<file path="src/rtl/ccoa_pkg.sv">
// Shared constants, types and functions of the contact overlap accumulator.
package ccoa_pkg;

  localparam int FRAC_BITS = 16;
  localparam int DIMS      = 3;
  localparam int CQ        = 30;
  localparam int CSH       = CQ - FRAC_BITS;
  localparam int CW        = FRAC_BITS + 2;
  localparam int SW        = FRAC_BITS + 1;
  localparam int AW        = FRAC_BITS + 2;
  localparam int ZW        = 40;

  localparam logic [ZW-1:0] HALF_PI_Q30 = ZW'(64'd1686629713);
  localparam logic [31:0]   INV_PI_Q32  = 32'd1367130551;

  typedef struct packed {
    logic start;
  } unit_req_t;

  typedef struct packed {
    logic busy;
    logic done;
  } unit_sts_t;

  // Arctangent of 2^-i in Q30.
  function automatic logic [ZW-1:0] atan_q30(input logic [4:0] i);
    logic [ZW-1:0] a;
    unique case (i)
      5'd0:    a = ZW'(64'd843314857);
      5'd1:    a = ZW'(64'd497837830);
      5'd2:    a = ZW'(64'd263043837);
      5'd3:    a = ZW'(64'd133525159);
      5'd4:    a = ZW'(64'd67021687);
      5'd5:    a = ZW'(64'd33543516);
      5'd6:    a = ZW'(64'd16775851);
      5'd7:    a = ZW'(64'd8388437);
      5'd8:    a = ZW'(64'd4194283);
      5'd9:    a = ZW'(64'd2097149);
      5'd10:   a = ZW'(64'd1048576);
      default: a = ZW'(1) << (5'(CQ) - i);
    endcase
    return a;
  endfunction

endpackage

</file>
<file path="src/rtl/ccoa_isqrt.sv">
// Bit-serial integer square root of a 64-bit value, two radicand bits per cycle.
module ccoa_isqrt (
  input  logic                 clk_i,
  input  logic                 rst_ni,
  input  ccoa_pkg::unit_req_t  req_i,
  input  logic [63:0]          radicand_i,
  output ccoa_pkg::unit_sts_t  sts_o,
  output logic [31:0]          root_o
);
  import ccoa_pkg::*;

  logic        busy_q, done_q;
  logic [4:0]  cnt_q;
  logic [63:0] val_q;
  logic [32:0] rem_q;
  logic [31:0] root_q;
  logic [34:0] rem_sh, trial;
  logic        ge;

  assign rem_sh = {rem_q, val_q[63:62]};
  assign trial  = {1'b0, root_q, 2'b01};
  assign ge     = (rem_sh >= trial);

  always_ff @(posedge clk_i or negedge rst_ni) begin
    if (!rst_ni) begin
      busy_q <= 1'b0;
      done_q <= 1'b0;
      cnt_q  <= '0;
    end else begin
      done_q <= 1'b0;
      if (req_i.start) begin
        busy_q <= 1'b1;
        cnt_q  <= '0;
      end else if (busy_q) begin
        cnt_q <= cnt_q + 5'd1;
        if (cnt_q == 5'd31) begin
          busy_q <= 1'b0;
          done_q <= 1'b1;
        end
      end
    end
  end

  always_ff @(posedge clk_i) begin
    if (req_i.start) begin
      val_q  <= radicand_i;
      rem_q  <= '0;
      root_q <= '0;
    end else if (busy_q) begin
      val_q  <= {val_q[61:0], 2'b00};
      rem_q  <= ge ? 33'(rem_sh - trial) : rem_sh[32:0];
      root_q <= {root_q[30:0], ge};
    end
  end

  assign sts_o  = '{busy: busy_q, done: done_q};
  assign root_o = root_q;

endmodule

</file>
<file path="config.mk">
export PLATFORM = sky130hd
export DESIGN_NAME = ccoa_isqrt
export DESIGN_NICKNAME = d
export VERILOG_FILES = /design/src/rtl/ccoa_pkg.sv /design/src/rtl/ccoa_isqrt.sv
export SDC_FILE = /design/constraint.sdc
export NUM_CORES = 1
export LEC_CHECK = 0
export BUFFER_PORTS_ARGS = -buffer_cell sky130_fd_sc_hd__buf_2
export CAP_MARGIN = 20
export CORE_MARGIN = 5
export CORE_UTILIZATION = 30
export DETAILED_ROUTE_END_ITERATION = 8
export PLACE_DENSITY_LB_ADDON = 0.12
export RECOVER_POWER = 100
export SYNTH_ARGS = -nofsm -noshare
export SYNTH_HDL_FRONTEND = slang
export SYNTH_SLANG_ARGS = --single-unit
</file>
<file path="constraint.sdc">
create_clock -name clk_i -period 4.4 [get_ports clk_i]
set_input_delay 0.66 -clock clk_i [delete_from_list [all_inputs] [get_ports clk_i]]
set_output_delay 0.66 -clock clk_i [all_outputs]
set_load 0.02 [all_outputs]
</file>
==> run_results.csv <==
group,metric,value,unit
layout,final_cells,1160,
place,place_inst,1127,
yosys,synth_top_area_share,25.3,%
setup_path,path_common_cell,"clkbuf_1",
setup_path,ff2ff_setup_slack,0.83,ns
setup_path,critPathKind,"input port to flip-flop",
setup_path,worstPathCellList,"clkbuf_1, clkbuf_1, mux2_2",
sta,fin_setup_tns,0,ns
floorplanning,die_w,169,um
place,hpwl,12.8,mm
yosys,synth_edf_count,64,
sta,maxSlewViolCount,237,
yosys,synthFlopType,"dfxtp_1",
grt,antenna_found_initial,3,
floorplanning,die-height,169,um
sta,hold_viol,0,
sta,finalSetupViolations,0,
layout,layout-drive-gt1-share,20.6,%
power,p_per_area,653,nW/um^2
clocking,post_cts_buffers,0,
floorplanning,coreArea,25000,um^2
clocking,cts_root_buf,"clkbuf_16",
setup_path,critPathLaunchType,"input port",
yosys,ys_seq_area_share,44.8,%
place,portBuffers,100,
run,maxCapViolations,4,
sta,slew_headroom,-82.3,%
clocking,cts_buffers,17,
grt,grt_pass1_wl,30.4,mm
sta,post-route-period-util,83.8,%
yosys,avgSynthCellArea,10.3,um^2
yosys,synthArstFlopShare,5.15,%
clocking,insertion_delay,0.43,ns
yosys,yosys.cell_types.count,61,
grt,track_usage,13.1,%
yosys,synth_area,7580,um^2
grt,grt_pass1_vias,5707,
yosys,synthCells,734,
sta,fin_worst_skew,0.0121,ns
setup_path,crit_path_max_incr_delay,2.00,ns
layout,layout_common_cells,"nor2_1, buf_2, dfxtp_1",
clocking,clk_pin_slew_worst_paths,0.07,ns
clocking,cts_resized,0,
yosys,synth_area_leaders,"edfxtp_1, dfxtp_1, mux2_2",
clocking,cts.path.max_buffers,2,
drt,num_vias,5651,
yosys,yosysTopAreaCell,"edfxtp_1",
outcome,failed_checks,"capacitance limit, slew limit",
power,p_total,5.81,mW
outcome,status,"complete, but fails checks",
setup_path,cp.arrival,3.86,ns
yosys,synth_warnings,0,
sta,rsz0062_at_grt,"false",
layout,final_area,8890,um^2
drt,wl_per_cell,15.9,um
setup_path,endpoint_kind,"flip-flop",
place,gp_congestion,0.781,
min_path,hold_class,"input port to asynchronous set/reset pin",
layout,fillers,2581,
sta,period_needed,3.69,ns
sta,fmax,271,MHz
clocking,postCtsHoldBufs,0,
grt,grt-ovfl-total,0,
clocking,cts_tree,"built",
drt,ant_nets,0,
floorplanning,io-pin-count,101,
floorplanning,dieArea,28600,um^2
floorplanning,initial_core_util,30.3,%
place,placed_area,8370,um^2
layout,layout_commonest_cell,"nor2_1",
drt,remaining_drc_errors,0,
drt,vias_per_cell,4.87,
drt,drt_iter0_drc,180,
layout,nNetsFinal,919,
setup_path,crit_fanout,56,
floorplanning,rows,58,
drt,first_pass_iters,5,
drt,drt_wl_total,18.4,mm
clocking,h-tree-depth,4,
sta,tightest_slew,2.73,ns
power,p_leak,3.89,nW
setup_path,crit_required,4.57,ns
clocking,clkSinkCount,136,
setup_path,slowest_stage,"clkbuf_1",
yosys,syn-num-nets,837,
layout,area_growth,17.3,%
power,vdd_drop_max,0.285,mV
grt,grt_max_degree,67,
yosys,ys_ff_latch,136,
## metrics by stage
| stage | setup slack, ns | hold slack (ns) | utilization (%) |
|---|---|---|---|
| CTS | 0.889 | 0.0501 | 35.8 |
| finish | 0.714 | 0.129 | 35.5 |
| global placement | 1.10 | 0.495 | 33.4 |
| detailed placement | 0.906 | 0.497 | 33.4 |
| floorplan | 1.42 | 0.364 | - |
| global route | 0.329 | 0.155 | 35.5 |
## synth_stat cells (all sizes together) (3+ instances only)
| cell type | number |
|---|---|
| a211o | 3 |
| and3 | 9 |
| nand2 | 45 |
| a221o | 4 |
| a21oi | 23 |
| dfrtp | 7 |
| nor3b | 3 |
| and2 | 4 |
| ha | 36 |
| buf | 16 |
| a21o | 31 |
| dfxtp | 65 |
| o31ai | 3 |
| nor2 | 87 |
| a311oi | 13 |
| mux2 | 62 |
| o21bai | 3 |
| nand2b | 4 |
| nand3 | 8 |
| a221oi | 3 |
| or2 | 4 |
| inv | 40 |
| a31oi | 5 |
| o21a | 3 |
| clkbuf | 28 |
| o21ai | 15 |
| nor2b | 4 |
| xnor2 | 15 |
| a211oi | 24 |
| nand4 | 4 |
| xor2 | 11 |
| mux2i | 49 |
| nor3 | 10 |
| edfxtp | 64 |
| o2111ai | 3 |
| or3 | 3 |
## cells by family (layout without fill, tap and decap cells)
group                      Yosys count  count (layout)  synth area share (%)
other                                0               1                     0
adders and majority gates           36              36                  5.94
and+or+nand+nor                    194             194                  11.7
xor gates and xnor gates            26              26                  3.00
DFF                                136             136                  44.8
buffers and inverters               84             179                  4.60
AOI/OAI and AO/OA                  147             147                  14.2
muxes                              111             111                  15.7
## power breakdown
group	leakage (nW)	internal, mW	total (mW)	switching [mW]
Clock	0.290	0.815	1.48	0.666
Combinational	2.29	1.20	2.69	1.49
Sequential	1.30	1.52	1.64	0.115
Total	3.89	3.54	5.81	2.27
## routing by layer
layer	up-vias	global-route usage [%]	share of wire [%]	wire, um
met5	-	0	0.29	54
met4	6	3.19	0.77	142
li1	2847	-	-	-
met3	16	4.67	6.1	1130
met2	99	20.6	46	8410
met1	2683	17.3	47	8680
## sequential cells by signal, indices dropped and copies added (netlist names)
signal  cells
busy_q      1
cnt_q       5
done_q      1
rem_q      33
root_o     32
val_q      64
## worst paths after layout
check                       endpoint  cells past startpoint       from
max reg2reg                rem_q[30]                     10  root_o[0]
min in group clk_i         rem_q[19]                      2  rem_q[17]
max in group asynchronous     busy_q                      1     rst_ni
max                        val_q[29]                      3      req_i
min                         cnt_q[0]                      1     rst_ni
min reg2reg                rem_q[19]                      2  rem_q[17]
## area by class of cell
| cell class | instances | area (um^2) | area share, % |
|---|---|---|---|
| Sequential cell | 136 | 3400 | 38.2 |
| Antenna cell | 1 | 2.50 | 0.0281 |
| Multi-Input combinational cell | 514 | 3820 | 43.0 |
| Inverter | 40 | 150 | 1.69 |
| Tap cell | 330 | 413 | 4.64 |
| Clock inverter | 15 | 173 | 1.94 |
| Timing Repair Buffer | 107 | 509 | 5.73 |
| Clock buffer | 17 | 425 | 4.78 |
## worst max-delay path, delay by kind of cell
| family | cells | cell delay, ns |
|---|---|---|
| buffers and inverters | 2 | 2.72 |
| multiplexers | 1 | 0.47 |
Power figures use the tool's default switching activity.
