--- config.mk ---
export PLATFORM = sky130hd
export DESIGN_NAME = ccoa_sdiv
export DESIGN_NICKNAME = d
export VERILOG_FILES = /design/src/rtl/ccoa_pkg.sv /design/src/rtl/ccoa_sdiv.sv
export SDC_FILE = /design/constraint.sdc
export NUM_CORES = 1
export LEC_CHECK = 0
export ABC_CLOCK_PERIOD_IN_PS = 6500
export BUFFER_PORTS_ARGS = -buffer_cell sky130_fd_sc_hd__buf_2
export CORE_ASPECT_RATIO = 1.5
export CORE_UTILIZATION = 60
export CTS_CLUSTER_DIAMETER = 60
export DETAILED_ROUTE_END_ITERATION = 7
export GPL_TIMING_DRIVEN = 0
export PLACE_DENSITY = 0.82
export SLEW_MARGIN = 20
export SYNTH_ARGS = -nofsm -noshare
export SYNTH_HDL_FRONTEND = slang
export SYNTH_SLANG_ARGS = --single-unit
--- constraint.sdc ---
create_clock -name clk_i -period 6.5 [get_ports clk_i]
set_clock_uncertainty 0.05 [all_clocks]
set_input_delay 0 -clock clk_i [delete_from_list [all_inputs] [get_ports clk_i]]
set_output_delay 0 -clock clk_i [all_outputs]
set_load 0.01 [all_outputs]
--- src/rtl/ccoa_pkg.sv ---
// Shared constants, types and functions of the contact overlap accumulator.
package ccoa_pkg;

  localparam int FRAC_BITS = 16;
  localparam int DIMS      = 3;
  localparam int CQ        = 30;
  localparam int CSH       = CQ - FRAC_BITS;
  localparam int CW        = FRAC_BITS + 2;
  localparam int SW        = FRAC_BITS + 1;
  localparam int AW        = FRAC_BITS + 2;
  localparam int ZW        = 40;

  localparam logic [ZW-1:0] HALF_PI_Q30 = ZW'(64'd1686629713);
  localparam logic [31:0]   INV_PI_Q32  = 32'd1367130551;

  typedef struct packed {
    logic start;
  } unit_req_t;

  typedef struct packed {
    logic busy;
    logic done;
  } unit_sts_t;

  // Arctangent of 2^-i in Q30.
  function automatic logic [ZW-1:0] atan_q30(input logic [4:0] i);
    logic [ZW-1:0] a;
    unique case (i)
      5'd0:    a = ZW'(64'd843314857);
      5'd1:    a = ZW'(64'd497837830);
      5'd2:    a = ZW'(64'd263043837);
      5'd3:    a = ZW'(64'd133525159);
      5'd4:    a = ZW'(64'd67021687);
      5'd5:    a = ZW'(64'd33543516);
      5'd6:    a = ZW'(64'd16775851);
      5'd7:    a = ZW'(64'd8388437);
      5'd8:    a = ZW'(64'd4194283);
      5'd9:    a = ZW'(64'd2097149);
      5'd10:   a = ZW'(64'd1048576);
      default: a = ZW'(1) << (5'(CQ) - i);
    endcase
    return a;
  endfunction

endpackage

--- src/rtl/ccoa_sdiv.sv ---
// Bit-serial restoring divider with a preset partial remainder.
module ccoa_sdiv (
  input  logic                 clk_i,
  input  logic                 rst_ni,
  input  ccoa_pkg::unit_req_t  req_i,
  input  logic [63:0]          rem_init_i,
  input  logic [63:0]          num_i,
  input  logic [63:0]          den_i,
  input  logic [6:0]           steps_i,
  output ccoa_pkg::unit_sts_t  sts_o,
  output logic [63:0]          quot_o
);
  import ccoa_pkg::*;

  logic        busy_q, done_q;
  logic [6:0]  cnt_q;
  logic [63:0] rem_q, num_q, den_q, quot_q;
  logic [64:0] r2;
  logic        ge;

  assign r2 = {rem_q, num_q[63]};
  assign ge = (r2 >= {1'b0, den_q});

  always_ff @(posedge clk_i or negedge rst_ni) begin
    if (!rst_ni) begin
      busy_q <= 1'b0;
      done_q <= 1'b0;
      cnt_q  <= '0;
    end else begin
      done_q <= 1'b0;
      if (req_i.start) begin
        busy_q <= 1'b1;
        cnt_q  <= steps_i;
      end else if (busy_q) begin
        cnt_q <= cnt_q - 7'd1;
        if (cnt_q == 7'd1) begin
          busy_q <= 1'b0;
          done_q <= 1'b1;
        end
      end
    end
  end

  always_ff @(posedge clk_i) begin
    if (req_i.start) begin
      rem_q  <= rem_init_i;
      num_q  <= num_i;
      den_q  <= den_i;
      quot_q <= '0;
    end else if (busy_q) begin
      rem_q  <= ge ? 64'(r2 - {1'b0, den_q}) : r2[63:0];
      num_q  <= {num_q[62:0], 1'b0};
      quot_q <= {quot_q[62:0], ge};
    end
  end

  assign sts_o  = '{busy: busy_q, done: done_q};
  assign quot_o = quot_q;

endmodule

==> impl_metrics.tcl, run 1 <==
set metrics [dict create \
    status "finished clean" \
    final-setup-viol-count 0 \
    initial_core_util 0.615 \
    cts_tree "yes" \
    ir_worst_vdd_mv 0.311 \
    coreArea_sq_mm 0.0238 \
    drv_cap 0 \
    min_path_type "input pin to flop" \
    viasPerCell 6.09 \
    groute.usage.overall 0.415 \
    layout_commonest_cell "buf_2" \
    p_leak_nw 8.69 \
    clk_latency_ps 550 \
    grt_pass1_vias 14552 \
    rows 69 \
    cts.sinks 265 \
    fmax_ghz 0.241 \
    routedWlPerCell_um 23.0 \
    ys_ff_latch 265 \
    seqCellArea_sq_mm 0.00727 \
    final_cell_mix "buf_2, dlygate4sd3_1, edfxtp_1, nor2_1, a21oi_1" \
    grt_overflow_total 0 \
    ys_warn_count 0 \
    critPathKind "flop to flop" \
    worstPathMaxFanout 10 \
    ys.flop_type "edfxtp_1" \
    synth_area_sq_mm 0.0146 \
    async_flop_share 0.0340 \
    dr.pass1.iters 5 \
    antenna_found_initial 3 \
    synth_cell_types 68 \
    die-height_um 193 \
    place_congestion 0.961 \
    postCtsSetupBuffers 0 \
    drc 0 \
    min_period_over_period 0.639 \
    vias 13531 \
    cp-start-kind "flop" \
    r2r_slack_ps 2350 \
    hold_viol 0 \
    synth-edff-count 192 \
    final_max_slew_viol_count 0 \
    required_ps 6680 \
    dpl.hpwl_mm 30.5 \
    cts_resized 0 \
    design_area_sq_mm 0.0194 \
    finalCriticalPeriod_ps 4150 \
    grt_max_degree 71 \
    cts.root.buffer_cell "clkbuf_16" \
    dieArea_sq_mm 0.0250 \
    ant_nets 0 \
    cp_data_arrival_time_ps 4330 \
    clkSlewWorstSetupHoldPaths_ps 70 \
    relSlewSlack 0.325 \
    first_iter_violations 924 \
    synth_fp_nets 1650 \
    fin_nets 2150 \
    fillers 1388 \
    tns_ps 0 \
    cts_made_buffers 27 \
    ioPinCount 268 \
    end_kind "flop" \
    tightest_slew_ps 1010 \
    avgSynthCellArea_sq_um 10.6 \
    die_x_um 130 \
    drive_gt1_frac 0.231 \
    htreeDepth 1 \
    multi_input_area_sq_mm 0.00672 \
    rsz0062_at_grt "false" \
    port_buffers 267 \
    placed_cell_area_sq_mm 0.0164 \
    clk_path_buf_depth 3 \
    syn_inst 1381 \
    grt_pass1_wl_mm 78.7 \
    synth_seq_area_share 0.497 \
    ctsHoldBuffers 202 \
    areaGrowthSynthToFinish_pct 32.2 \
    cellPowerDensity_mw_per_mm2 395 \
    wl_mm 51.1 \
]
## path summary, 6_finish.rpt
path,start,to,cells after the start
worst max-delay path,rem_q[0],rem_q[22],12
max in group asynchronous,rst_ni,cnt_q[2],3
worst max register to register,rem_q[0],rem_q[22],12
worst min-delay path,den_i[24],den_q[24],2
worst min register to register,quot_o[0],quot_o[0],2
min in group asynchronous,rst_ni,cnt_q[3],3
## cell families (layout without fill, tap and decap cells)
group,count (synthesis),in the layout,synth area share
mux,158,158,0.116
other cells,0,3,0
buf+inv,158,677,0.0442
simple gates,322,322,0.0987
xor+xnor,65,65,0.0389
compound gates,346,346,0.148
flops,265,265,0.497
fa+ha+maj,67,67,0.0578
## layer usage
metal,vias to the layer above,share of wire,GRT usage
met2,811,0.50,0.727
met4,0,0.080,0.302
met5,-,0,0
met3,273,0.081,0.0904
met1,6439,0.33,0.427
li1,6008,-,-
## power breakdown
part | internal [mW] | switching (mW)
Sequential | 2.21 | 0.200
Clock | 0.909 | 0.724
Combinational | 1.44 | 2.16
Total | 4.56 | 3.08
## sequential cells by signal, indices dropped and copies added (netlist names)
signal	count
den_q	64
num_q	64
quot_o	64
rem_q	64
cnt_q	7
busy_q	1
done_q	1
## area by class of cell
cell class	count	share of cell area
clock inverter	12	0.00653
buffer	74	0.0171
clock buffer	36	0.0394
inverter	84	0.0167
timing repair buffer	471	0.176
tap	319	0.0206
multi-input combinational	958	0.347
antenna	3	0.000388
sequential	265	0.376
## worst max-delay path: stages, from the launching register on
cell and delay [ps]:
edfxtp_1 470, ha_1 380, nor2b_1 170, o31a_1 300, o31ai_4 250, a31oi_1 210, o2111ai_2 230, o211ai_2 200
a211oi_4 300, buf_6 190, buf_4 260, mux2i_1 150, o21ai_0 670
## through the flow
step | power, mW | hold WS (ps) | setup WS [ps] | util | instances
detailed placement | 5.74 | -192 | 2610 | 0.690 | 1969
floorplan | 4.83 | -346 | 2400 | - | 1381
global placement | 5.66 | -198 | 57.1 | 0.687 | 1967
global route | 8.03 | 113 | 2120 | 0.812 | 2222
CTS | 7.43 | 97.4 | 2580 | 0.812 | 2219
finish | 7.64 | 116 | 2350 | 0.812 | 2222
## synthesized netlist by cell type, types with 5 or more instances
master / count / area [sq um]
edfxtp_1: 192 / 5770
nor2_1: 129 / 484
a21oi_1: 105 / 526
nand2_1: 98 / 368
o21ai_0: 90 / 450
mux2_2: 88 / 991
inv_1: 83 / 312
mux2i_1: 70 / 701
ha_1: 66 / 826
dfxtp_1: 64 / 1280
clkbuf_1: 44 / 165
a21o_1: 34 / 255
xnor2_1: 33 / 289
xor2_1: 32 / 280
nand4_1: 26 / 163
o21a_1: 25 / 188
nand3_1: 13 / 65.1
nor3_1: 13 / 65.1
buf_1: 12 / 45.0
o21bai_1: 12 / 90.1
buf_2: 10 / 50.1
a211oi_1: 9 / 67.6
a31oi_1: 9 / 56.3
dfrtp_1: 9 / 225
o211ai_1: 9 / 67.6
o21ai_1: 9 / 45.0
and3_1: 8 / 50.1
and2_1: 7 / 43.8
nand2b_1: 7 / 43.8
a221o_1: 6 / 60.1
buf_4: 5 / 37.5
Power figures use the tool's default switching activity.
==> inputs of run 2 (changes only) <==
ABC_CLOCK_PERIOD_IN_PS = 4000   (was 6500)
CORE_UTILIZATION = 57   (was 60)
PLACE_DENSITY = 0.78   (was 0.82)
clock period = 4 ns   (was 6.5 ns; I/O delays follow)
==> run 2 against run 1 <==
Design area rose by 0.30%. Global-route usage decreased by 4.8 points. Worst setup slack got worse by 2300 ps. Hold slack got worse by 25 ps. Combinational power rose by 61%. Clock-buffer cell count is 4 higher. Clock power grew 53%. Sequential share of layout area is 0.11 points lower. First-iteration DRC count is 8.5% lower. Critical path depth shrank 1. Cell count rose by 0.50%. Critical path type unchanged. Critical endpoint is now rem_q[28]. Largest cell class unchanged.
==> impl_metrics.tcl, run 2 (synthesis gave the netlist of run 1 again) <==
set metrics [dict create \
    status "finished clean" \
    die-height_um 198 \
    finalCriticalPeriod_ps 3910 \
    groute.usage.overall 0.367 \
    clk_path_buf_depth 3 \
    tightest_slew_ps 974 \
    min-delay-start "den_i[46]" \
    cp_data_arrival_time_ps 4160 \
    final_max_slew_viol_count 0 \
    htreeDepth 1 \
    areaGrowthSynthToFinish_pct 32.6 \
    rsz0062_at_grt "false" \
    ant_nets 0 \
    clk_latency_ps 570 \
    clockPowerShare 0.205 \
    antenna_found_initial 1 \
    final_cell_mix "buf_2, dlygate4sd3_1, edfxtp_1, nor2_1, a21oi_1" \
    setup_slack_ps 86.4 \
    grt_pass1_vias 14069 \
    end_kind "flop" \
    rows 71 \
    min_period_over_period 0.978 \
    port_buffers 267 \
    initial_core_util 0.582 \
    slowest_stage "clkbuf_1" \
    critical-path-max-stage-delay_ps 540 \
    drc 0 \
    gr-usage-met1 0.380 \
    clkSlewWorstSetupHoldPaths_ps 70 \
    diodes 0 \
    switching_power_mw 4.90 \
    internal_power_mw 7.29 \
    min_path_type "input pin to flop" \
    layout_commonest_cell "buf_2" \
    cts.sinks 265 \
    cts_tree "yes" \
    die_x_um 133 \
    hold_viol 0 \
    drive_gt1_frac 0.230 \
    relSlewSlack 0.351 \
    vias 13222 \
    p_comb_frac 0.476 \
    first_iter_violations 845 \
    routedWlPerCell_um 21.8 \
    fmax_ghz 0.256 \
    p_leak_nw 8.71 \
    crit_chain "ha_1 > a21oi_1 > o22ai_1 > a211oi_2 > a31oi_1 > o2111ai_2 > o211ai_2 > a211oi_4 > clkbuf_1 > o21ai_0 > mux2_2" \
    ioPinCount 268 \
    grt_pass1_wl_mm 74.0 \
    hold_ws_ps 90.7 \
    dieArea_sq_mm 0.0263 \
    final-setup-viol-count 0 \
    p_sw_frac 0.402 \
    coreArea_sq_mm 0.0251 \
    post-place-ws_ps 127 \
    critPathKind "flop to flop" \
    drv_cap 0 \
    worstPathMaxFanout 10 \
    grt_overflow_total 0 \
    design_area_sq_mm 0.0194 \
    cts_made_buffers 27 \
    fin_nets 2154 \
    grt_max_degree 37 \
    cellPowerDensity_mw_per_mm2 628 \
    grt_use_met3 0.0563 \
    dr.pass1.iters 5 \
    wl_mm 48.6 \
    use_met2 0.698 \
    required_ps 4240 \
    power_frac_seq 0.319 \
    grt-busiest-layer "met2" \
    placed_cell_area_sq_mm 0.0165 \
    viasPerCell 5.92 \
    dpl.hpwl_mm 31.2 \
    cts.root.buffer_cell "clkbuf_16" \
    ir_worst_vdd_mv 0.448 \
    cp-start-kind "flop" \
    place_congestion 0.952 \
    cp-startpoint "rem_q[7]" \
    reg2reg_from "rem_q[7]" \
]
run 2: final timing paths:
path	depth (start not counted)	endpoint	slack, ps
max	11	rem_q[28]	90
min	2	den_q[46]	90
max reg2reg	11	rem_q[28]	90
min reg2reg	2	quot_o[63]	450
max in group asynchronous	3	cnt_q[4]	3170
min in group asynchronous	3	cnt_q[0]	410
run 2: timing repair:
action	4_1_cts	5_1_grt
endpoints found under the hold margin	243	0
hold buffers	202	0
buffers inserted	0	0
resized for setup	0	1
endpoints found under the setup margin	0	7
run 2: power groups by stage:
| stage | registers (mW) | logic [mW] | clock network, mW |
|---|---|---|---|
| 3_5_place_dp | 3.90 | 5.41 | 0 |
| 3_3_place_gp | 3.89 | 5.30 | 0 |
| 6_report | 3.89 | 5.80 | 2.50 |
| 4_1_cts | 3.86 | 5.61 | 2.49 |
| 5_1_grt | 3.93 | 6.27 | 2.59 |
| 2_1_floorplan | 3.81 | 4.03 | 0 |
run 2: critical path, delay by kind of cell, from the launching register on:
family	cells	cell delay, ps
mux	1	330
compound gates	8	1910
buf+inv	1	540
fa+ha+maj	1	400
flops	1	410
run 2: stage by stage:
stage	std cells	power (mW)	util	TNS (ps)
final	2233	12.2	0.772	0
after global routing	2233	12.8	0.772	0
after CTS	2233	12.0	0.772	0
after detailed placement	1982	9.31	0.658	0
after global placement	1976	9.19	0.652	-131360
after floorplan	1381	7.85	-	0
run 2: area by class of cell:
type                       instances  area (sq um)
buffer                            74           332
clock buffer                      40           776
clock inverter                     9          65.1
fill                            1563          5730
inverter                          84           319
multi-input combinational        958          6730
sequential                       265          7270
tap                              328           410
timing repair buffer             475          3510
run 2: per-layer routing:
| layer | wire length, um | vias up |
|---|---|---|
| met2 | 25800 | 692 |
| met4 | 2710 | 2 |
| met5 | 13 | - |
| met1 | 16800 | 6322 |
| met3 | 3310 | 183 |
| li1 | - | 6023 |
==> inputs of run 3 (changes only) <==
MAX_ROUTING_LAYER = met4   (was default)
PLACE_DENSITY = default   (was 0.78)
PLACE_DENSITY_LB_ADDON = 0.25   (was default)
==> run 3 against run 2 <==
Sequential power barely moved. Fmax rose by 1.2%. Largest cell class unchanged. Largest power group unchanged. Core utilization rose by 0.52 points. Clock power rose by 11%. Hold slack improved by 7.0 ps.
==> impl_metrics.tcl, run 3 (synthesis gave the netlist of run 1 again) <==
set metrics [dict create \
    cts_tree "yes" \
    rows 71 \
    grt_pass1_vias 13791 \
    cts.sinks 265 \
    cp-start-kind "flop" \
    rsz0062_at_grt "false" \
    port_buffers 267 \
    critPathKind "flop to flop" \
    vias 13223 \
    min_period_over_period 0.967 \
    worstPathMaxFanout 7 \
    dpl.hpwl_mm 31.1 \
    status "finished clean" \
    final_cell_mix "buf_2, dlygate4sd3_1, edfxtp_1, nor2_1, a21oi_1" \
    crit_end "rem_q[51]" \
    ir_worst_vdd_mv 0.511 \
    switching_power_mw 4.98 \
    placedCellCount 1982 \
    power_frac_seq 0.311 \
    reg2reg_from "rem_q[15]" \
    ioPinCount 268 \
    initial_core_util 0.582 \
    hold_viol 0 \
    cellPowerDensity_mw_per_mm2 640 \
    place_congestion 0.966 \
    die-height_um 198 \
    grt_pass1_wl_mm 73.9 \
    coreArea_sq_mm 0.0251 \
    fin_nets 2155 \
    drive_gt1_frac 0.236 \
    reg2reg_depth 12 \
    viasPerCell 5.91 \
    drv_cap 0 \
    p_sw_frac 0.398 \
    clk_path_buf_depth 3 \
    areaGrowthSynthToFinish_pct 33.5 \
    layout_commonest_cell "buf_2" \
    relSlewSlack 0.303 \
    hold_ws_ps 97.7 \
    required_ps 4260 \
    tns_ps 0 \
    cp_data_arrival_time_ps 4120 \
    finalPower_mw 12.5 \
    fmax_ghz 0.259 \
    first_iter_violations 853 \
    clockPowerShare 0.222 \
    setup_slack_ps 134 \
    routedWlPerCell_um 21.8 \
    tightest_slew_ps 1050 \
    final_cell_count_no_fill 2237 \
    finalCriticalPeriod_ps 3870 \
    htreeDepth 1 \
    antenna_found_initial 1 \
    cts_made_buffers 28 \
    min_path_type "input pin to flop" \
    final-setup-viol-count 0 \
    p_comb_frac 0.466 \
    p_leak_nw 8.79 \
    wl_mm 48.7 \
    clk_latency_ps 570 \
    fillers 1537 \
    grt_max_degree 37 \
    r2r_slack_ps 130 \
    cts.root.buffer_cell "clkbuf_16" \
    cp-startpoint "rem_q[15]" \
    ant_nets 0 \
    timing.rr.end "rem_q[51]" \
    dieArea_sq_mm 0.0263 \
    post-place-ws_ps 205 \
    postCtsSetupBuffers 0 \
    groute.usage.overall 0.379 \
    end_kind "flop" \
    die_x_um 133 \
    clkSlewWorstSetupHoldPaths_ps 70 \
    dr.pass1.iters 8 \
    grt_overflow_total 0 \
    drc 0 \
    final_max_slew_viol_count 0 \
    internal_power_mw 7.53 \
]
run 3: cell types whose count changed in the layout (fill, tap and decap cells not counted), moves of 2 or more:
cell / delta
bufinv_16: +2
clkbuf_1: -7
clkbuf_16: +2
clkbuf_2: +2
clkinv_1: -3
clkinv_2: +3
inv_4: +3
run 3: cell type report:
cell class	instances	area [sq um]	area share
sequential	265	7270	0.372
clock inverter	14	144	0.00736
clock buffer	38	821	0.0420
buffer	74	337	0.0172
tap	328	410	0.0210
inverter	84	319	0.0163
timing repair buffer	475	3500	0.179
antenna	1	2.50	0.000128
multi-input combinational	958	6740	0.345
run 3: worst min path at each step:
stage                          from        end  cells after the start
after global routing       den_i[8]   den_q[8]                      2
after floorplan              rst_ni     busy_q                      0
after detailed placement     rst_ni     done_q                      1
final                     den_i[54]  den_q[54]                      2
after global placement       rst_ni     busy_q                      1
after CTS                  den_i[9]   den_q[9]                      2
run 3: critical path: stages (launching register included):
cell and delay (ps):
edfxtp_1 410, ha_1 300, clkbuf_1 190, a21oi_1 200, o21ai_0 270, o21ai_0 300
o211ai_1 160, o31a_1 390, a31oi_1 490, o21ai_0 270, xnor2_1 180, o21ai_0 110
mux2_2 280
run 3: power groups by stage:
stage          Clock [mW]  Sequential (mW)  Combinational [mW]
2_1_floorplan           0             3.81                4.03
3_3_place_gp            0             3.89                5.32
3_5_place_dp            0             3.91                5.43
4_1_cts              2.75             3.86                5.64
5_1_grt              2.88             3.93                6.34
6_report             2.78             3.89                5.83
run 3: through the flow:
step | cell area [sq um] | utilization
after floorplan | 14600 | -
after global placement | 16400 | 0.652
after detailed placement | 16500 | 0.658
after CTS | 19500 | 0.777
after global routing | 19500 | 0.777
final | 19500 | 0.777
run 3: timing repair:
action | 4_1_cts | 5_1_grt
hold endpoints to repair | 236 | 0
hold buffers | 202 | 0
endpoints found under the setup margin | 0 | 12
gates resized for setup | 0 | 7
run 3: per-layer routing:
| layer | global-route usage | vias to the layer above | wire, um |
|---|---|---|---|
| met5 | - | - | 0 |
| met4 | 0.198 | 0 | 2510 |
| met3 | 0.0538 | 152 | 3240 |
| met2 | 0.691 | 682 | 25500 |
| met1 | 0.393 | 6352 | 17400 |
| li1 | - | 6037 | - |
